**src/rtl/bbc_pkg.sv**
```systemverilog
// Types, codes and bracket decode shared by the bracket balance checker.
`default_nettype none
package bbc_pkg;

  localparam int unsigned CHAR_W = 8;
  localparam int unsigned LINE_W = 16;
  localparam int unsigned KIND_W = 2;

  typedef logic [KIND_W-1:0] kind_t;
  typedef logic [LINE_W-1:0] line_t;
  typedef logic [CHAR_W-1:0] char_t;

  typedef enum logic [2:0] {
    ST_RUN       = 3'd0,
    ST_UNMATCHED = 3'd1,
    ST_MISMATCH  = 3'd2,
    ST_UNCLOSED  = 3'd3,
    ST_BALANCED  = 3'd4,
    ST_OVERFLOW  = 3'd5
  } status_t;

  localparam kind_t KIND_NONE   = 2'd0;
  localparam kind_t KIND_BRACE  = 2'd1;
  localparam kind_t KIND_PAREN  = 2'd2;
  localparam kind_t KIND_SQUARE = 2'd3;

  localparam char_t CHAR_NEWLINE     = 8'd10;
  localparam char_t CHAR_OPEN_BRACE  = 8'h7B;
  localparam char_t CHAR_OPEN_PAREN  = 8'h28;
  localparam char_t CHAR_OPEN_SQUARE = 8'h5B;
  localparam char_t CHAR_CLOSE_BRACE  = 8'h7D;
  localparam char_t CHAR_CLOSE_PAREN  = 8'h29;
  localparam char_t CHAR_CLOSE_SQUARE = 8'h5D;

  localparam line_t LINE_FIRST = 16'd1;
  localparam line_t LINE_MAX   = 16'hFFFF;

  function automatic kind_t opener_kind(input char_t c);
    kind_t k;
    case (c)
      CHAR_OPEN_BRACE:  k = KIND_BRACE;
      CHAR_OPEN_PAREN:  k = KIND_PAREN;
      CHAR_OPEN_SQUARE: k = KIND_SQUARE;
      default:          k = KIND_NONE;
    endcase
    return k;
  endfunction

  function automatic kind_t closer_kind(input char_t c);
    kind_t k;
    case (c)
      CHAR_CLOSE_BRACE:  k = KIND_BRACE;
      CHAR_CLOSE_PAREN:  k = KIND_PAREN;
      CHAR_CLOSE_SQUARE: k = KIND_SQUARE;
      default:           k = KIND_NONE;
    endcase
    return k;
  endfunction

endpackage
`default_nettype wire

```
**src/rtl/bbc_stream_if.sv**
```systemverilog
// Request and result channel interfaces of the bracket balance checker.
`default_nettype none
interface bbc_in_if import bbc_pkg::*; ();
  logic  valid;
  logic  ready;
  char_t char_code;
  logic  end_of_text;

  modport source (output valid, output char_code, output end_of_text, input ready);
  modport sink (input valid, input char_code, input end_of_text, output ready);
endinterface

interface bbc_out_if import bbc_pkg::*; ();
  logic       valid;
  logic       ready;
  logic [2:0] status;
  line_t      line_number;
  kind_t      closer_kind;
  kind_t      expected_kind;
  kind_t      found_opener;

  modport source (output valid, output status, output line_number, output closer_kind,
                  output expected_kind, output found_opener, input ready);
  modport sink (input valid, input status, input line_number, input closer_kind,
                input expected_kind, input found_opener, output ready);
endinterface
`default_nettype wire

```
**src/rtl/bracket_balance_checker_top.sv**
```systemverilog
// Bracket balance checker: request register, stack logic and result register.
// Accepted requests wait in the request register; results in the result register.
// Throughput: one request per cycle while the result channel is ready; the top of
// stack and the entry below it are registers, and the stack memory sees at most one
// write and one read a cycle. Reset clears the stack count, line count, error state
// and both valid flags; stack memory contents are not cleared.
`default_nettype none
module bracket_balance_checker_top import bbc_pkg::*; #(
  parameter int unsigned STACK_DEPTH = 64
) (
  input  wire  clk,
  input  wire  rst_n,
  bbc_in_if.sink    in_req,
  bbc_out_if.source out_res
);

  localparam int unsigned AW = (STACK_DEPTH > 1) ? $clog2(STACK_DEPTH) : 1;
  localparam int unsigned CW = $clog2(STACK_DEPTH + 1);

  logic          req_valid_r;
  char_t         req_char_r;
  logic          req_last_r;
  logic          advance;

  logic [CW-1:0] cnt_r, cnt_nxt;
  kind_t         tos_r, tos_nxt;
  kind_t         under_r;
  line_t         line_r, line_nxt;
  status_t       err_r, err_nxt;
  line_t         e_line_r, e_line_nxt;
  kind_t         e_cl_r, e_cl_nxt;
  kind_t         e_ex_r, e_ex_nxt;
  kind_t         e_fo_r, e_fo_nxt;

  logic          we;
  logic [CW-1:0] wa_full, ra_full;
  kind_t         stack_mem [STACK_DEPTH];

  logic          res_valid_r;
  status_t       res_st_r, res_st_nxt;
  line_t         res_line_r, res_line_nxt;
  kind_t         res_cl_r, res_cl_nxt;
  kind_t         res_ex_r, res_ex_nxt;
  kind_t         res_fo_r, res_fo_nxt;

  kind_t         ok, ck;

  assign advance      = req_valid_r && (!res_valid_r || out_res.ready);
  assign in_req.ready = !req_valid_r || advance;

  always_ff @(posedge clk) begin
    if (!rst_n) begin
      req_valid_r <= 1'b0;
    end else if (in_req.ready) begin
      req_valid_r <= in_req.valid;
    end
  end

  always_ff @(posedge clk) begin
    if (in_req.valid && in_req.ready) begin
      req_char_r <= in_req.char_code;
      req_last_r <= in_req.end_of_text;
    end
  end

  assign ok      = opener_kind(req_char_r);
  assign ck      = closer_kind(req_char_r);
  assign wa_full = cnt_r - CW'(1);
  assign ra_full = cnt_nxt - CW'(2);

  always_comb begin
    cnt_nxt      = cnt_r;
    tos_nxt      = tos_r;
    line_nxt     = line_r;
    err_nxt      = err_r;
    e_line_nxt   = e_line_r;
    e_cl_nxt     = e_cl_r;
    e_ex_nxt     = e_ex_r;
    e_fo_nxt     = e_fo_r;
    we           = 1'b0;
    res_st_nxt   = ST_RUN;
    res_line_nxt = line_r;
    res_cl_nxt   = KIND_NONE;
    res_ex_nxt   = KIND_NONE;
    res_fo_nxt   = KIND_NONE;
    if (advance) begin
      if (err_r == ST_RUN) begin
        if (ok != KIND_NONE) begin
          if (cnt_r == CW'(STACK_DEPTH)) begin
            err_nxt    = ST_OVERFLOW;
            e_line_nxt = line_r;
            e_cl_nxt   = KIND_NONE;
            e_ex_nxt   = KIND_NONE;
            e_fo_nxt   = ok;
          end else begin
            we      = (cnt_r != '0);
            tos_nxt = ok;
            cnt_nxt = cnt_r + CW'(1);
          end
        end else if (ck != KIND_NONE) begin
          if (cnt_r == '0) begin
            err_nxt    = ST_UNMATCHED;
            e_line_nxt = line_r;
            e_cl_nxt   = ck;
            e_ex_nxt   = ck;
            e_fo_nxt   = KIND_NONE;
          end else begin
            cnt_nxt = cnt_r - CW'(1);
            tos_nxt = under_r;
            if (tos_r != ck) begin
              err_nxt    = ST_MISMATCH;
              e_line_nxt = line_r;
              e_cl_nxt   = ck;
              e_ex_nxt   = ck;
              e_fo_nxt   = tos_r;
            end
          end
        end else if (req_char_r == CHAR_NEWLINE && line_r != LINE_MAX) begin
          line_nxt = line_r + LINE_FIRST;
        end
      end
      if (err_nxt != ST_RUN) begin
        res_st_nxt   = err_nxt;
        res_line_nxt = e_line_nxt;
        res_cl_nxt   = e_cl_nxt;
        res_ex_nxt   = e_ex_nxt;
        res_fo_nxt   = e_fo_nxt;
      end else if (req_last_r) begin
        if (cnt_nxt != '0) begin
          res_st_nxt = ST_UNCLOSED;
          res_ex_nxt = tos_nxt;
          res_fo_nxt = tos_nxt;
        end else begin
          res_st_nxt = ST_BALANCED;
        end
      end
      if (req_last_r) begin
        cnt_nxt  = '0;
        line_nxt = LINE_FIRST;
        err_nxt  = ST_RUN;
      end
    end
  end

  always_ff @(posedge clk) begin
    if (!rst_n) begin
      cnt_r  <= '0;
      line_r <= LINE_FIRST;
      err_r  <= ST_RUN;
    end else begin
      cnt_r  <= cnt_nxt;
      line_r <= line_nxt;
      err_r  <= err_nxt;
    end
  end

  always_ff @(posedge clk) begin
    tos_r    <= tos_nxt;
    e_line_r <= e_line_nxt;
    e_cl_r   <= e_cl_nxt;
    e_ex_r   <= e_ex_nxt;
    e_fo_r   <= e_fo_nxt;
  end

  // hold entries below the top; forward the write when it hits the read address
  always_ff @(posedge clk) begin
    if (we) begin
      stack_mem[wa_full[AW-1:0]] <= tos_r;
    end
    if (we && (wa_full[AW-1:0] == ra_full[AW-1:0])) begin
      under_r <= tos_r;
    end else begin
      under_r <= stack_mem[ra_full[AW-1:0]];
    end
  end

  always_ff @(posedge clk) begin
    if (!rst_n) begin
      res_valid_r <= 1'b0;
    end else if (advance) begin
      res_valid_r <= 1'b1;
    end else if (out_res.ready) begin
      res_valid_r <= 1'b0;
    end
  end

  always_ff @(posedge clk) begin
    if (advance) begin
      res_st_r   <= res_st_nxt;
      res_line_r <= res_line_nxt;
      res_cl_r   <= res_cl_nxt;
      res_ex_r   <= res_ex_nxt;
      res_fo_r   <= res_fo_nxt;
    end
  end

  assign out_res.valid         = res_valid_r;
  assign out_res.status        = res_st_r;
  assign out_res.line_number   = res_line_r;
  assign out_res.closer_kind   = res_cl_r;
  assign out_res.expected_kind = res_ex_r;
  assign out_res.found_opener  = res_fo_r;

  a_cnt_bound: assert property (@(posedge clk) disable iff (!rst_n)
    cnt_r <= CW'(STACK_DEPTH))
    else $error("stack count above depth");

  a_last_clears: assert property (@(posedge clk) disable iff (!rst_n)
    advance && req_last_r |=> cnt_r == '0 && line_r == LINE_FIRST && err_r == ST_RUN)
    else $error("state not cleared after last request");

  a_err_sticky: assert property (@(posedge clk) disable iff (!rst_n)
    advance && !req_last_r && err_r != ST_RUN |=> err_r == $past(err_r))
    else $error("latched error changed within a text");

  a_err_result: assert property (@(posedge clk) disable iff (!rst_n)
    advance && err_r != ST_RUN |=> res_st_r == $past(err_r) && res_line_r == $past(e_line_r))
    else $error("latched error not reported");

endmodule
`default_nettype wire

```
**src/flat_wrapper.sv**
```systemverilog
// flat-port wrapper written by rule: the top's interface ports become plain ports
module bracket_balance_checker_top_flat import bbc_pkg::*;
#(
  parameter int unsigned STACK_DEPTH = 64
)
  (clk, rst_n, in_req_valid, in_req_char_code, in_req_end_of_text, in_req_ready, out_res_valid, out_res_status, out_res_line_number, out_res_closer_kind, out_res_expected_kind, out_res_found_opener, out_res_ready);
  bbc_in_if in_req_i ();
  bbc_out_if out_res_i ();
  input  wire clk;
  input  wire rst_n;
  input wire logic [$bits(in_req_i.valid)-1:0] in_req_valid;
  input wire logic [$bits(in_req_i.char_code)-1:0] in_req_char_code;
  input wire logic [$bits(in_req_i.end_of_text)-1:0] in_req_end_of_text;
  output wire logic [$bits(in_req_i.ready)-1:0] in_req_ready;
  output wire logic [$bits(out_res_i.valid)-1:0] out_res_valid;
  output wire logic [$bits(out_res_i.status)-1:0] out_res_status;
  output wire logic [$bits(out_res_i.line_number)-1:0] out_res_line_number;
  output wire logic [$bits(out_res_i.closer_kind)-1:0] out_res_closer_kind;
  output wire logic [$bits(out_res_i.expected_kind)-1:0] out_res_expected_kind;
  output wire logic [$bits(out_res_i.found_opener)-1:0] out_res_found_opener;
  input wire logic [$bits(out_res_i.ready)-1:0] out_res_ready;
  assign in_req_i.valid = in_req_valid;
  assign in_req_i.char_code = in_req_char_code;
  assign in_req_i.end_of_text = in_req_end_of_text;
  assign in_req_ready = in_req_i.ready;
  assign out_res_valid = out_res_i.valid;
  assign out_res_status = out_res_i.status;
  assign out_res_line_number = out_res_i.line_number;
  assign out_res_closer_kind = out_res_i.closer_kind;
  assign out_res_expected_kind = out_res_i.expected_kind;
  assign out_res_found_opener = out_res_i.found_opener;
  assign out_res_i.ready = out_res_ready;
  bracket_balance_checker_top #(.STACK_DEPTH(STACK_DEPTH)) u_core (.clk(clk), .rst_n(rst_n), .in_req(in_req_i), .out_res(out_res_i));
endmodule
```
**config.mk**
```make
export PLATFORM = sky130hd
export DESIGN_NAME = bracket_balance_checker_top_flat
export DESIGN_NICKNAME = d
export VERILOG_FILES = /design/src/rtl/bbc_pkg.sv /design/src/rtl/bbc_stream_if.sv /design/src/rtl/bracket_balance_checker_top.sv /design/src/flat_wrapper.sv
export SDC_FILE = /design/constraint.sdc
export NUM_CORES = 1
export LEC_CHECK = 0
export ABC_AREA = 1
export BUFFER_PORTS_ARGS = -buffer_cell sky130_fd_sc_hd__buf_2
export CAP_MARGIN = 0
export CORE_MARGIN = 5
export CORE_UTILIZATION = 38
export DETAILED_ROUTE_END_ITERATION = 6
export PLACE_DENSITY = 0.56
export SLEW_MARGIN = 20
export SYNTH_ARGS = -nofsm -noshare
export SYNTH_HDL_FRONTEND = slang
export SYNTH_SLANG_ARGS = --single-unit
```
**constraint.sdc**
```tcl
create_clock -name clk -period 7.6 [get_ports clk]
set_input_delay 0.76 -clock clk [delete_from_list [all_inputs] [get_ports clk]]
set_output_delay 0.76 -clock clk [all_outputs]
set_load 0.03 [all_outputs]
```
==> results_tabular.tex, run 1 <==
\begin{tabular}{lr}
\hline
Metric & Value \\
\hline
\multicolumn{2}{l}{\textbf{Synth}} \\
\quad Top-area cell type share of the netlist area & 0.5263 \\
\quad Synth Cell Area & 10610 sq um \\
\quad Mux contribution to synthesized area & 0 \\
\quad Main combinational cell family by area after synthesis & simple AND/OR/NAND/NOR gates \\
\quad Async S/R FF share, synth & 0 \\
\quad Number of distinct standard cells referenced by the synthesized netlist & 39 \\
\quad Parity-gate share of the synthesized area counting xor and xnor cells & 0.005777 \\
\quad Post-synth net total & 1194 \\
\quad Dominant cell by count in the synthesized netlist & sky130\_fd\_sc\_hd\_\_nand2\_1 \\
\quad Complex-gate fraction of the synthesized area & 0.04280 \\
\quad Most frequently used flop master after synthesis & sky130\_fd\_sc\_hd\_\_edfxtp\_1 \\
\quad Mean area per synthesized cell & 9.024 sq um \\
\quad Post-synthesis share of cell area spent on full adders, half adders and majority gates & 0.005895 \\
\quad Simple logic cell fraction of the synthesized area & 0.3011 \\
\quad Sequential cell area fraction in the yosys report & 0.5904 \\
\quad Top cells by instance count after synthesis & sky130\_fd\_sc\_hd\_\_nand2\_1, sky130\_fd\_sc\_hd\_\_edfxtp\_1, sky130\_fd\_sc\_hd\_\_nand3\_1 \\
\quad Leading area contributor after synthesis & sky130\_fd\_sc\_hd\_\_edfxtp\_1 \\
\quad Post-synthesis sequential element count & 220 \\
\quad Top cells by area in the synthesized netlist & sky130\_fd\_sc\_hd\_\_edfxtp\_1, sky130\_fd\_sc\_hd\_\_nand2\_1, sky130\_fd\_sc\_hd\_\_nand3\_1 \\
\quad Synth warn & 0 \\
\quad EDFF count, synth & 186 \\
\quad Gate Count Post-Synth & 1176 \\
\multicolumn{2}{l}{\textbf{Min path}} \\
\quad Min-Delay Path Class & in -> reg \\
\quad Min-delay src & in\_req\_char\_code[4] \\
\multicolumn{2}{l}{\textbf{Worst setup path}} \\
\quad Cell type of the slowest stage on the worst timing path & sky130\_fd\_sc\_hd\_\_clkinv\_2 \\
\quad Crit-path max cell delay & 0.92 ns \\
\quad Required time of the worst setup path & 7.87 ns \\
\quad Cell with the most instances on the worst path & sky130\_fd\_sc\_hd\_\_nand2\_1 \\
\quad Top cell family by delay on the critical path & buffers and inverters \\
\quad Crit path DAT & 3.68 ns \\
\quad Critical path buffer and inverter count & 2 \\
\quad Crit Path Class & reg -> reg \\
\quad Startpoint types & flop \\
\quad Capturing element type of the critical path & flop \\
\quad Critical path peak fanout & 65 \\
\quad List of cells traversed by the critical path & buf\_4 -> clkinv\_2 -> o21ai\_0 -> o21ai\_0 -> o21ai\_0 -> nand2\_1 -> nand3\_1 -> nand3\_1 -> nand2\_1 -> a21oi\_1 -> nand2\_1 -> nand2\_1 \\
\multicolumn{2}{l}{\textbf{Placement}} \\
\quad Routability Congestion & 0.8565 \\
\quad Final HPWL DP & 16750 um \\
\quad Count of buffers from port buffering & 39 \\
\quad Area of placed instances & 11130 sq um \\
\multicolumn{2}{l}{\textbf{STA}} \\
\quad RSZ-0062 raised after global routing & no \\
\quad Slew at the pin with the worst max-slew slack & 0.9527 ns \\
\quad Final critical-path required period & 3.413 ns \\
\quad Worst-case headroom to the max-slew limit & 0.3648 \\
\quad Setup\_tns & 0 ns \\
\quad Final Hold Fails & 0 \\
\quad Number of pins with negative max-slew slack in the final report & 0 \\
\quad Count of endpoints failing setup in the final report & 0 \\
\quad Share of the clock period used by the worst path & 0.4491 \\
\quad Final setup skew & 0.01133 ns \\
\quad Top achievable clock speed & 0.2930 GHz \\
\multicolumn{2}{l}{\textbf{Pwr}} \\
\quad Part of the power in combinational logic & 0.037 \\
\quad Int Pwr & 0.001989 W \\
\quad PwrDens & 214.4 nW/um\^{}2 \\
\quad Worst voltage drop across the vdd grid & 0.0001332 V \\
\quad Total net switching power & 0.0005575 W \\
\quad Relative contribution of the clock network to total power & 0.440 \\
\quad Sw Share & 0.2189 \\
\quad Flop pwr share & 0.523 \\
\quad Leakage Power & 4.613 nW \\
\multicolumn{2}{l}{\textbf{Die}} \\
\quad Overall die area & 31370 sq um \\
\quad Initial standard-cell utilization of the core & 0.3831 \\
\quad Die width & 177.1 um \\
\quad Top-Level Pins & 40 \\
\quad Die Ht & 177.1 um \\
\quad Floorplan core area & 27710 sq um \\
\quad \# rows & 61 \\
\multicolumn{2}{l}{\textbf{CTS}} \\
\quad CTS clock-pin slew for the worst setup and hold paths & 0.06 ns \\
\quad Number of H-tree levels & 1 \\
\quad CTS buffer count & 25 \\
\quad CTS sink count & 220 \\
\quad CTS tree & done \\
\quad Post-cts repair resize count & 0 \\
\quad Number of buffers on the longest clock path & 3 \\
\quad Clk Tree Root Cell & sky130\_fd\_sc\_hd\_\_clkbuf\_16 \\
\quad Hold-fix buffer count after cts & 0 \\
\quad Setup Buffers After CTS & 0 \\
\quad Clock Latency Late Sink & 0.53 ns \\
\multicolumn{2}{l}{\textbf{Finish}} \\
\quad Finished layout cell area & 11880 sq um \\
\quad Antenna cell count & 0 \\
\quad Area overhead of the layout relative to synthesis & 11.93\% \\
\quad Post-layout nets & 1225 \\
\quad Fraction of layout instances using a drive strength above 1 & 0.1101 \\
\multicolumn{2}{l}{\textbf{Drt}} \\
\quad Mean routed wirelength per cell & 16.50 um \\
\quad Antenna violation net count after detailed routing & 0 \\
\quad Count of routing violations after the opening detailed-route iteration & 561 \\
\quad Total DRC errors in the routed layout & 0 \\
\quad Vias & 8159 \\
\quad Vias per std cell & 5.087 \\
\quad DRT Pass-1 Iters & 6 \\
\quad Sum of routed wire length over all layers & 26470 um \\
\multicolumn{2}{l}{\textbf{Status}} \\
\quad Run status & finished, final reports clean \\
\multicolumn{2}{l}{\textbf{Global route}} \\
\quad Number of global-route vias before repair & 7958 \\
\quad Initial antenna violation count & 0 \\
\quad First-pass GRT wire length & 42720 um \\
\quad Leftover overflow at the end of global routing & 0 \\
\quad Overall routing resource usage & 0.1701 \\
\quad Maximum number of pins on one net before global-route repair & 67 \\
\multicolumn{2}{l}{\textbf{Flow run}} \\
\quad Max-cap viol count & 0 \\
\hline
\end{tabular}
worst register-to-register path, cell delays in order (launching register included):
cell and delay (ns):
sky130_fd_sc_hd__dfxtp_2 0.31, sky130_fd_sc_hd__buf_4 0.55, sky130_fd_sc_hd__clkinv_2 0.94, sky130_fd_sc_hd__o21ai_0 0.48
sky130_fd_sc_hd__o21ai_0 0.13, sky130_fd_sc_hd__o21ai_0 0.17, sky130_fd_sc_hd__nand2_1 0.06, sky130_fd_sc_hd__nand3_1 0.10
sky130_fd_sc_hd__nand3_1 0.07, sky130_fd_sc_hd__nand2_1 0.10, sky130_fd_sc_hd__a21oi_1 0.09, sky130_fd_sc_hd__nand2_1 0.10
sky130_fd_sc_hd__nand2_1 0.06
flip-flops by register name (all words and copies together) (netlist names), named ones only:
register and count:
u_core.stack_mem 128, u_core.e_line_r 16, u_core.line_r 16, u_core.out_res.line_number 16, u_core.req_char_r 8, u_core.cnt_r 7, u_core.err_r 3, u_core.out_res.status 3
u_core.e_cl_r 2, u_core.e_ex_r 2, u_core.e_fo_r 2, u_core.out_res.closer_kind 2, u_core.out_res.expected_kind 2, u_core.out_res.found_opener 2, u_core.tos_r 2, u_core.out_res.valid 1
u_core.req_last_r 1, u_core.req_valid_r 1
placed cells by master (no fill, tap or decap), types with 6 or more instances in the layout:
| master | Yosys | final |
|---|---|---|
| sky130_fd_sc_hd__xor2_1 | 6 | 6 |
| sky130_fd_sc_hd__a21oi_1 | 24 | 24 |
| sky130_fd_sc_hd__clkbuf_1 | 16 | 9 |
| sky130_fd_sc_hd__nand4_1 | 10 | 10 |
| sky130_fd_sc_hd__nor3_1 | 13 | 13 |
| sky130_fd_sc_hd__inv_2 | 9 | 10 |
| sky130_fd_sc_hd__inv_1 | 85 | 84 |
| sky130_fd_sc_hd__nor2_1 | 115 | 115 |
| sky130_fd_sc_hd__edfxtp_1 | 186 | 186 |
| sky130_fd_sc_hd__dfxtp_1 | 34 | 33 |
| sky130_fd_sc_hd__nand3b_1 | 6 | 6 |
| sky130_fd_sc_hd__buf_2 | 21 | 39 |
| sky130_fd_sc_hd__clkinv_1 | 2 | 6 |
| sky130_fd_sc_hd__clkbuf_16 | 0 | 25 |
| sky130_fd_sc_hd__o21ai_0 | 25 | 25 |
| sky130_fd_sc_hd__nor2_2 | 6 | 6 |
| sky130_fd_sc_hd__nand2_1 | 385 | 385 |
| sky130_fd_sc_hd__nand3_1 | 160 | 160 |
| sky130_fd_sc_hd__o211ai_1 | 10 | 10 |
| sky130_fd_sc_hd__nand2_2 | 16 | 16 |
| sky130_fd_sc_hd__o22ai_1 | 6 | 6 |
final cells by class:
class                   instances  area [sq um]
well taps                     378         473.0
inverters                      99         382.9
fillers                      2739         15830
multi-input cells             817          3774
flip-flops and latches        220          6267
clock inverters                12         90.09
clock buffers                  34         659.4
repair buffers                 44         232.7
metal layers:
| layer | part of all wire | vias up | GRT usage |
|---|---|---|---|
| li1 | - | 4015 | - |
| met1 | 0.46 | 3874 | 0.2319 |
| met2 | 0.47 | 221 | 0.2827 |
| met3 | 0.046 | 49 | 0.02948 |
| met4 | 0.022 | 0 | 0.04417 |
| met5 | 0 | - | 0 |
logic make-up after synthesis:
family,count (synthesis)
xor+xnor,7
simple gates,729
compound gates,76
fa+ha+maj,5
buf+inv,139
flops,220
through the flow:
step | cells | utilization | hold slack [ns] | setup WS [ns] | power (W)
after global placement | 1558 | 0.4017 | 0.4973 | 4.581 | 0.001452
final | 1604 | 0.4288 | 0.4148 | 4.187 | 0.002547
after CTS | 1604 | 0.4287 | 0.3919 | 4.562 | 0.002570
after detailed placement | 1558 | 0.4017 | 0.4959 | 4.568 | 0.001453
after global routing | 1604 | 0.4288 | 0.3938 | 3.748 | 0.002634
after floorplan | 1176 | - | 0.4707 | 4.220 | 0.001422
power groups by stage:
| stage | sequential (W) | combinational [W] | clock, W |
|---|---|---|---|
| floorplan | 0.00137 | 0.0000491 | 0 |
| global placement | 0.00136 | 0.0000938 | 0 |
| detailed placement | 0.00136 | 0.0000945 | 0 |
| CTS | 0.00133 | 0.0000948 | 0.00114 |
| global route | 0.00133 | 0.000104 | 0.00120 |
| finish | 0.00133 | 0.0000935 | 0.00112 |
worst paths after layout:
path / endpoint / slack [ns] / cells past startpoint
max: u_core.out_res.expected_kind[0]$_DFFE_PP_ / 4.19 / 12
min: u_core.req_char_r[4]$_DFFE_PP_ / 0.41 / 1
max reg2reg: u_core.out_res.expected_kind[0]$_DFFE_PP_ / 4.19 / 12
min reg2reg: u_core.err_r[0]$_SDFFE_PN0P_ / 0.51 / 2
(Power assumes the default switching activity.)
==> inputs of run 2 (changes only) <==
--- a/config.mk
+++ b/config.mk
@@ -5,13 +5,13 @@
 export SDC_FILE = /design/constraint.sdc
 export NUM_CORES = 1
 export LEC_CHECK = 0
-export ABC_AREA = 1
+export ABC_AREA = 0
 export BUFFER_PORTS_ARGS = -buffer_cell sky130_fd_sc_hd__buf_2
 export CAP_MARGIN = 0
 export CORE_MARGIN = 5
 export CORE_UTILIZATION = 38
 export DETAILED_ROUTE_END_ITERATION = 6
-export PLACE_DENSITY = 0.56
+export PLACE_DENSITY = 0.58
 export SLEW_MARGIN = 20
 export SYNTH_ARGS = -nofsm -noshare
 export SYNTH_HDL_FRONTEND = slang
==> constraint.sdc (replaced) <==
create_clock -name clk -period 3 [get_ports clk]
set_input_delay 0.3 -clock clk [delete_from_list [all_inputs] [get_ports clk]]
set_output_delay 0.3 -clock clk [all_outputs]
set_load 0.03 [all_outputs]
==> run 2 against run 1 <==
Net effect:
- combinational power grew 130%
- hold slack lost 0.36 ns
- final area grew 1.3%
- non-clock buffer count grew 93
- via count shrank 20%
- total power grew 150%
- largest power group unchanged
- sequential share of layout area shrank 0.65 points
- clock power grew 150%
- critical path depth shrank 3
- first-iteration DRC count shrank 14%
- the flow now finishes with violations (negative setup slack)
- flip-flop and latch count is the same
- global-route usage shrank 1.4 points
- critical endpoint is now u_core.out_res.status[1]$_DFFE_PP_
==> results_tabular.tex, run 2 <==
\begin{tabular}{lr}
\hline
Metric & Value \\
\hline
\multicolumn{2}{l}{\textbf{Status}} \\
\quad Run status & finished with violations \\
\quad Violated checks & negative setup slack \\
\multicolumn{2}{l}{\textbf{Synth}} \\
\quad Synth Cell Area & 9916 sq um \\
\quad Mean area per synthesized cell & 13.24 sq um \\
\quad Top cells by area in the synthesized netlist & sky130\_fd\_sc\_hd\_\_edfxtp\_1, sky130\_fd\_sc\_hd\_\_mux4\_2, sky130\_fd\_sc\_hd\_\_dfxtp\_1 \\
\quad Synth warn & 0 \\
\quad Gate Count Post-Synth & 749 \\
\quad Post-synth net total & 767 \\
\quad Number of distinct standard cells referenced by the synthesized netlist & 65 \\
\quad Most frequently used flop master after synthesis & sky130\_fd\_sc\_hd\_\_edfxtp\_1 \\
\quad Async S/R FF share, synth & 0 \\
\quad Top cells by instance count after synthesis & sky130\_fd\_sc\_hd\_\_edfxtp\_1, sky130\_fd\_sc\_hd\_\_nor2\_1, sky130\_fd\_sc\_hd\_\_nand2\_1 \\
\quad EDFF count, synth & 186 \\
\quad Sequential cell area fraction in the yosys report & 0.6319 \\
\quad Post-synthesis sequential element count & 220 \\
\quad Dominant cell by count in the synthesized netlist & sky130\_fd\_sc\_hd\_\_edfxtp\_1 \\
\quad Top-area cell type share of the netlist area & 0.5633 \\
\quad Leading area contributor after synthesis & sky130\_fd\_sc\_hd\_\_edfxtp\_1 \\
\multicolumn{2}{l}{\textbf{Placement}} \\
\quad Count of buffers from port buffering & 39 \\
\quad Setup WS pre-CTS & -0.1430 ns \\
\quad Final HPWL DP & 15450 um \\
\quad Routability Congestion & 0.9022 \\
\quad Area of placed instances & 11040 sq um \\
\multicolumn{2}{l}{\textbf{Finish}} \\
\quad Number of flip-flops under the largest register name & 128 \\
\quad Most common cell after layout, fill and taps aside & sky130\_fd\_sc\_hd\_\_edfxtp\_1 \\
\quad Commonest cells after routing, fill and taps aside & sky130\_fd\_sc\_hd\_\_edfxtp\_1, sky130\_fd\_sc\_hd\_\_nor2\_1, sky130\_fd\_sc\_hd\_\_buf\_4, sky130\_fd\_sc\_hd\_\_nand2\_1, sky130\_fd\_sc\_hd\_\_buf\_2 \\
\quad Fraction of layout instances using a drive strength above 1 & 0.2923 \\
\quad Antenna cell count & 0 \\
\quad Area overhead of the layout relative to synthesis & 21.35\% \\
\quad Post-layout nets & 895 \\
\quad Finished layout cell area & 12030 sq um \\
\multicolumn{2}{l}{\textbf{STA}} \\
\quad Setup\_tns & -0.4622 ns \\
\quad Top achievable clock speed & 0.3192 GHz \\
\quad Number of pins with negative max-slew slack in the final report & 0 \\
\quad Final critical-path required period & 3.132 ns \\
\quad Worst-case headroom to the max-slew limit & 0.5554 \\
\quad Share of the clock period used by the worst path & 1.044 \\
\quad Final Hold Fails & 0 \\
\quad Slew at the pin with the worst max-slew slack & 0.6653 ns \\
\quad Count of endpoints failing setup in the final report & 6 \\
\quad RSZ-0062 raised after global routing & yes \\
\quad Setup slack after layout & -0.1324 ns \\
\quad Final setup skew & 0.02743 ns \\
\multicolumn{2}{l}{\textbf{CTS}} \\
\quad CTS clock-pin slew for the worst setup and hold paths & 0.06 ns \\
\quad Clock Latency Late Sink & 0.51 ns \\
\quad Number of buffers on the longest clock path & 3 \\
\quad CTS sink count & 220 \\
\quad CTS tree & done \\
\quad Clk Tree Root Cell & sky130\_fd\_sc\_hd\_\_clkbuf\_16 \\
\quad Number of H-tree levels & 1 \\
\quad CTS buffer count & 23 \\
\multicolumn{2}{l}{\textbf{Drt}} \\
\quad Vias per std cell & 5.305 \\
\quad Antenna violation net count after detailed routing & 0 \\
\quad Total DRC errors in the routed layout & 0 \\
\quad Vias & 6515 \\
\quad Sum of routed wire length over all layers & 22650 um \\
\quad DRT Pass-1 Iters & 5 \\
\quad Count of routing violations after the opening detailed-route iteration & 480 \\
\quad Mean routed wirelength per cell & 18.44 um \\
\multicolumn{2}{l}{\textbf{Flow run}} \\
\quad Max-cap viol count & 0 \\
\multicolumn{2}{l}{\textbf{Min path}} \\
\quad Hold path cells & 3 \\
\quad Min-Delay Path Class & in -> reg \\
\quad Min-delay src & in\_req\_valid \\
\multicolumn{2}{l}{\textbf{Worst setup path}} \\
\quad Required time of the worst setup path & 3.24 ns \\
\quad Startpoint types & flop \\
\quad Worst reg2reg path depth & 9 \\
\quad CP startpoint & u\_core.cnt\_r[0]\$\_SDFF\_PN0\_ \\
\quad Crit Path Class & reg -> reg \\
\quad Capturing element type of the critical path & flop \\
\quad Setup slack of the most critical reg-to-reg path & -0.13 ns \\
\quad Crit path DAT & 3.37 ns \\
\quad Critical path peak fanout & 6 \\
\quad Start of the worst register-to-register path & u\_core.cnt\_r[0]\$\_SDFF\_PN0\_ \\
\multicolumn{2}{l}{\textbf{Global route}} \\
\quad Most Used Layer, Global Route & met2 \\
\quad Number of global-route vias before repair & 6429 \\
\quad Grt met2 use & 0.2482 \\
\quad First-pass GRT wire length & 36490 um \\
\quad Leftover overflow at the end of global routing & 0 \\
\quad Met1 demand-to-capacity share in global routing & 0.2302 \\
\quad Initial antenna violation count & 0 \\
\quad Overall routing resource usage & 0.1562 \\
\quad Maximum number of pins on one net before global-route repair & 62 \\
\quad GRT met3 Usage & 0.01954 \\
\multicolumn{2}{l}{\textbf{Pwr}} \\
\quad Leakage Power & 4.275 nW \\
\quad Total chip power & 0.006359 W \\
\quad Int Pwr & 0.005067 W \\
\quad Worst voltage drop across the vdd grid & 0.0004882 V \\
\quad Relative contribution of the clock network to total power & 0.437 \\
\quad Total net switching power & 0.001292 W \\
\quad Sw Share & 0.2032 \\
\quad PwrDens & 528.4 nW/um\^{}2 \\
\quad Flop pwr share & 0.529 \\
\quad Part of the power in combinational logic & 0.034 \\
\multicolumn{2}{l}{\textbf{Die}} \\
\quad \# rows & 59 \\
\quad Floorplan core area & 25910 sq um \\
\quad Initial standard-cell utilization of the core & 0.3827 \\
\quad Die Ht & 171.5 um \\
\quad Die width & 171.5 um \\
\quad Overall die area & 29420 sq um \\
\quad Top-Level Pins & 40 \\
\hline
\end{tabular}
## run 2: repair_timing
| action | CTS | global route |
|---|---|---|
| pin swaps | 5 | 5 |
| hold buffers | 9 | 0 |
| gates resized for setup | 12 | 14 |
| hold endpoints to repair | 9 | 0 |
| setup endpoints to repair | 8 | 20 |
| gates cloned | 0 | 0 |
| buffers inserted | 3 | 4 |
## run 2: critical path, stage by stage, from the launching register on
cell and delay, ns:
sky130_fd_sc_hd__dfxtp_2 0.33, sky130_fd_sc_hd__inv_4 0.06, sky130_fd_sc_hd__ha_4 0.12, sky130_fd_sc_hd__or4b_4 0.49, sky130_fd_sc_hd__or3_4 0.38, sky130_fd_sc_hd__a41oi_2 0.21
sky130_fd_sc_hd__a22oi_1 0.13, sky130_fd_sc_hd__or4_4 0.54, sky130_fd_sc_hd__o21a_4 0.26, sky130_fd_sc_hd__or3_1 0.34
## run 2: kinds of logic after synthesis
family | count (synthesis) | share of synthesized area
multiplexers | 59 | 0.1069
adder cells (fa/ha/maj) | 5 | 0.006309
AO/OA/AOI/OAI | 104 | 0.07091
buffers and inverters | 46 | 0.02259
flip-flops | 220 | 0.6319
XOR/XNOR | 27 | 0.02385
AND/OR/NAND/NOR | 288 | 0.1375
## run 2: layout make-up
cell class              instances  area (sq um)
fillers                      2315         13880
flip-flops and latches        220          6270
multi-input cells             483          3552
repair buffers                137         998.5
clock buffers                  37         720.7
well taps                     335         419.2
inverters                      12         48.80
clock inverters                 4         23.77
## run 2: power by group through the flow
stage                     combinational [W]  clock (W)  sequential [W]
after floorplan                   0.0000910          0         0.00346
after global placement             0.000201          0         0.00343
after detailed placement           0.000202          0         0.00343
after CTS                          0.000212    0.00285         0.00337
after global routing               0.000234    0.00298         0.00337
final                              0.000213    0.00278         0.00337
## run 2: routing by layer
| metal | vias up | part of all wire |
|---|---|---|
| met5 | - | 0 |
| met4 | 0 | 0.022 |
| met3 | 37 | 0.047 |
| met2 | 164 | 0.47 |
| met1 | 3239 | 0.46 |
| li1 | 3075 | - |
## run 2: worst paths after layout
check | to
hold / removal | u_core.req_valid_r$_SDFFE_PN0N_
setup / recovery | u_core.out_res.status[1]$_DFFE_PP_
setup reg to reg | u_core.out_res.status[1]$_DFFE_PP_
hold reg to reg | u_core.out_res.valid$_SDFFE_PN0P_
## run 2: per-stage QoR
stage	util	hold WS, ns	cells
global route	0.4644	0.07090	1228
CTS	0.4612	0.04155	1224
finish	0.4644	0.05688	1228
detailed placement	0.4260	0.4788	1171
floorplan	-	0.3989	749
global placement	0.4260	0.4773	1171
==> inputs of run 3 (changes only) <==
--- a/config.mk
+++ b/config.mk
@@ -8,10 +8,11 @@
 export ABC_AREA = 0
 export BUFFER_PORTS_ARGS = -buffer_cell sky130_fd_sc_hd__buf_2
 export CAP_MARGIN = 0
+export CORE_ASPECT_RATIO = 1.25
 export CORE_MARGIN = 5
-export CORE_UTILIZATION = 38
+export CORE_UTILIZATION = 56
 export DETAILED_ROUTE_END_ITERATION = 6
-export PLACE_DENSITY = 0.58
+export PLACE_DENSITY = 0.79
 export SLEW_MARGIN = 20
 export SYNTH_ARGS = -nofsm -noshare
 export SYNTH_HDL_FRONTEND = slang
==> run 3 against run 2 <==
Net effect:
- the run still ends with negative setup slack left
- sequential share of layout area is 0.78 points higher
- flip-flop and latch count stayed put
- fmax is 0.12% lower
- register-to-register slack hardly changed
- clock skew is 0.0040 ns lower
- hold slack better by 0.0038 ns
- global-route usage is 7.2 points higher
==> results_tabular.tex, run 3 (synthesis gave the netlist of run 2 again) <==
\begin{tabular}{lr}
\hline
Metric & Value \\
\hline
\multicolumn{2}{l}{\textbf{Worst setup path}} \\
\quad Crit path DAT & 3.37 ns \\
\quad Required time of the worst setup path & 3.23 ns \\
\quad Worst reg2reg path depth & 8 \\
\quad Setup slack of the most critical reg-to-reg path & -0.14 ns \\
\quad Capturing element type of the critical path & flop \\
\quad Startpoint types & flop \\
\quad Critical path peak fanout & 6 \\
\quad Start of the worst register-to-register path & u\_core.req\_char\_r[4]\$\_DFFE\_PP\_ \\
\quad Crit Path Class & reg -> reg \\
\quad Endpoint of the worst-slack reg-to-reg timing path & u\_core.out\_res.status[0]\$\_DFFE\_PP\_ \\
\multicolumn{2}{l}{\textbf{STA}} \\
\quad Top achievable clock speed & 0.3189 GHz \\
\quad Count of endpoints failing setup in the final report & 6 \\
\quad Setup slack after layout & -0.1361 ns \\
\quad RSZ-0062 raised after global routing & yes \\
\quad Share of the clock period used by the worst path & 1.045 \\
\quad Final setup skew & 0.02341 ns \\
\quad Setup\_tns & -0.2944 ns \\
\quad Worst-case headroom to the max-slew limit & 0.5361 \\
\quad Final critical-path required period & 3.136 ns \\
\quad Final Hold Fails & 0 \\
\quad Worst hold margin & 0.06068 ns \\
\quad Slew at the pin with the worst max-slew slack & 0.6958 ns \\
\quad Number of pins with negative max-slew slack in the final report & 0 \\
\multicolumn{2}{l}{\textbf{CTS}} \\
\quad CTS clock-pin slew for the worst setup and hold paths & 0.06 ns \\
\quad Clock Latency Late Sink & 0.51 ns \\
\quad Clk Tree Root Cell & sky130\_fd\_sc\_hd\_\_clkbuf\_16 \\
\quad Number of buffers on the longest clock path & 3 \\
\quad CTS buffer count & 22 \\
\quad Number of H-tree levels & 1 \\
\quad CTS sink count & 220 \\
\quad CTS tree & done \\
\multicolumn{2}{l}{\textbf{Placement}} \\
\quad Area of placed instances & 10920 sq um \\
\quad Setup WS pre-CTS & -0.1679 ns \\
\quad Total placed cells including tap cells & 1066 \\
\quad Final HPWL DP & 15760 um \\
\quad Count of buffers from port buffering & 39 \\
\quad Routability Congestion & 0.9313 \\
\multicolumn{2}{l}{\textbf{Finish}} \\
\quad Commonest cells after routing, fill and taps aside & sky130\_fd\_sc\_hd\_\_edfxtp\_1, sky130\_fd\_sc\_hd\_\_nor2\_1, sky130\_fd\_sc\_hd\_\_buf\_4, sky130\_fd\_sc\_hd\_\_nand2\_1, sky130\_fd\_sc\_hd\_\_buf\_2 \\
\quad Fraction of layout instances using a drive strength above 1 & 0.2972 \\
\quad Post-layout nets & 897 \\
\quad Filler Cells Inserted & 1205 \\
\quad Area overhead of the layout relative to synthesis & 19.61\% \\
\quad Number of flip-flops under the largest register name & 128 \\
\quad Final instance count without filler cells & 1119 \\
\quad Finished layout cell area & 11860 sq um \\
\quad Antenna cell count & 0 \\
\quad Most common cell after layout, fill and taps aside & sky130\_fd\_sc\_hd\_\_edfxtp\_1 \\
\multicolumn{2}{l}{\textbf{Min path}} \\
\quad Hold path cells & 3 \\
\quad Hold EP & u\_core.req\_valid\_r\$\_SDFFE\_PN0N\_ \\
\quad Min-Delay Path Class & in -> reg \\
\quad Min-delay src & in\_req\_valid \\
\multicolumn{2}{l}{\textbf{Pwr}} \\
\quad Leakage Power & 4.270 nW \\
\quad Worst voltage drop across the vdd grid & 0.0005351 V \\
\quad PwrDens & 522.5 nW/um\^{}2 \\
\multicolumn{2}{l}{\textbf{Drt}} \\
\quad Vias per std cell & 5.968 \\
\quad Total DRC errors in the routed layout & 0 \\
\quad Sum of routed wire length over all layers & 23250 um \\
\quad DRT Pass-1 Iters & 5 \\
\quad Count of routing violations after the opening detailed-route iteration & 558 \\
\quad Vias & 6678 \\
\quad Antenna violation net count after detailed routing & 0 \\
\quad Mean routed wirelength per cell & 20.77 um \\
\multicolumn{2}{l}{\textbf{Die}} \\
\quad Floorplan core area & 17430 sq um \\
\quad Initial standard-cell utilization of the core & 0.5688 \\
\quad Top-Level Pins & 40 \\
\quad Overall die area & 20490 sq um \\
\quad \# rows & 54 \\
\quad Die width & 129.0 um \\
\quad Die Ht & 158.8 um \\
\multicolumn{2}{l}{\textbf{Global route}} \\
\quad Maximum number of pins on one net before global-route repair & 67 \\
\quad First-pass GRT wire length & 36930 um \\
\quad Leftover overflow at the end of global routing & 0 \\
\quad Overall routing resource usage & 0.2285 \\
\quad Number of global-route vias before repair & 6943 \\
\quad Initial antenna violation count & 0 \\
\multicolumn{2}{l}{\textbf{Status}} \\
\quad Run status & finished with violations \\
\quad Violated checks & negative setup slack \\
\multicolumn{2}{l}{\textbf{Flow run}} \\
\quad Max-cap viol count & 0 \\
\hline
\end{tabular}
run 3: cell count changes in the layout (fill, tap and decap cells not counted), moves of 2 or more:
cell,previous run,this run
sky130_fd_sc_hd__a41oi_1,0,2
sky130_fd_sc_hd__a41oi_2,2,0
sky130_fd_sc_hd__buf_12,3,1
sky130_fd_sc_hd__buf_4,84,87
sky130_fd_sc_hd__buf_6,2,4
sky130_fd_sc_hd__clkbuf_16,25,23
sky130_fd_sc_hd__nand2_1,82,80
sky130_fd_sc_hd__nor2_1,102,100
sky130_fd_sc_hd__nor2_2,0,3
sky130_fd_sc_hd__o21ai_0,22,27
sky130_fd_sc_hd__o21ai_1,7,3
run 3: what timing repair did:
| action | in CTS | in global routing |
|---|---|---|
| buffers inserted | 1 | 4 |
| resized for setup | 3 | 26 |
| endpoints found under the hold margin | 9 | 0 |
| hold buffers | 9 | 0 |
| setup endpoints to repair | 31 | 71 |
| pin swaps | 2 | 2 |
run 3: worst max-delay path by stage:
stage / start / end / slack (ns) / cells after the start
2_1_floorplan: u_core.req_char_r[6]$_DFFE_PP_ / u_core.out_res.status[0]$_DFFE_PP_ / -0.09 / 9
3_3_place_gp: u_core.req_char_r[6]$_DFFE_PP_ / u_core.out_res.status[1]$_DFFE_PP_ / -0.14 / 8
3_5_place_dp: u_core.req_char_r[6]$_DFFE_PP_ / u_core.out_res.status[0]$_DFFE_PP_ / -0.17 / 8
4_1_cts: u_core.req_char_r[4]$_DFFE_PP_ / u_core.out_res.status[0]$_DFFE_PP_ / -0.12 / 8
5_1_grt: u_core.req_char_r[4]$_DFFE_PP_ / u_core.out_res.status[0]$_DFFE_PP_ / -0.19 / 8
6_report: u_core.req_char_r[4]$_DFFE_PP_ / u_core.out_res.status[0]$_DFFE_PP_ / -0.14 / 8
run 3: per-stage QoR:
stage                 util  power [W]
floorplan                -   0.003551
global placement    0.6263   0.003620
detailed placement  0.6263   0.003630
CTS                 0.6728   0.006241
global route        0.6804   0.006405
finish              0.6804   0.006197
run 3: per-layer routing:
metal  share of wire  vias to the layer above  global-route usage
met3           0.049                       58             0.03495
met5               0                        -                   0
met2            0.53                      226              0.4073
met4           0.034                        0             0.08453
met1            0.38                     3316              0.2771
li1                -                     3078                   -
run 3: report_power, final:
part,leakage [nW],internal (W),switching (W),total (W)
clock,0.344,0.00152,0.00110,0.00262
combinational,1.95,0.0000782,0.000136,0.000214
sequential,1.98,0.00334,0.0000214,0.00336
run 3: layout make-up:
type / instances / area [sq um] / area share
Timing Repair Buffer: 140 / 1003 / 0.08461
Clock inverter: 5 / 36.28 / 0.003059
Multi-Input combinational cell: 483 / 3558 / 0.3000
Sequential cell: 220 / 6272 / 0.5289
Tap cell: 224 / 280.3 / 0.02363
Inverter: 12 / 48.80 / 0.004114
Clock buffer: 35 / 660.6 / 0.05570
run 3: worst max-delay path, stage by stage (launching register included):
cell and delay [ns]:
sky130_fd_sc_hd__edfxtp_1 0.38, sky130_fd_sc_hd__or4b_4 0.62, sky130_fd_sc_hd__or4_4 0.45, sky130_fd_sc_hd__a21oi_2 0.13
sky130_fd_sc_hd__o21a_2 0.14, sky130_fd_sc_hd__o211ai_1 0.10, sky130_fd_sc_hd__or4_4 0.44, sky130_fd_sc_hd__o21a_4 0.24
sky130_fd_sc_hd__or3_1 0.35
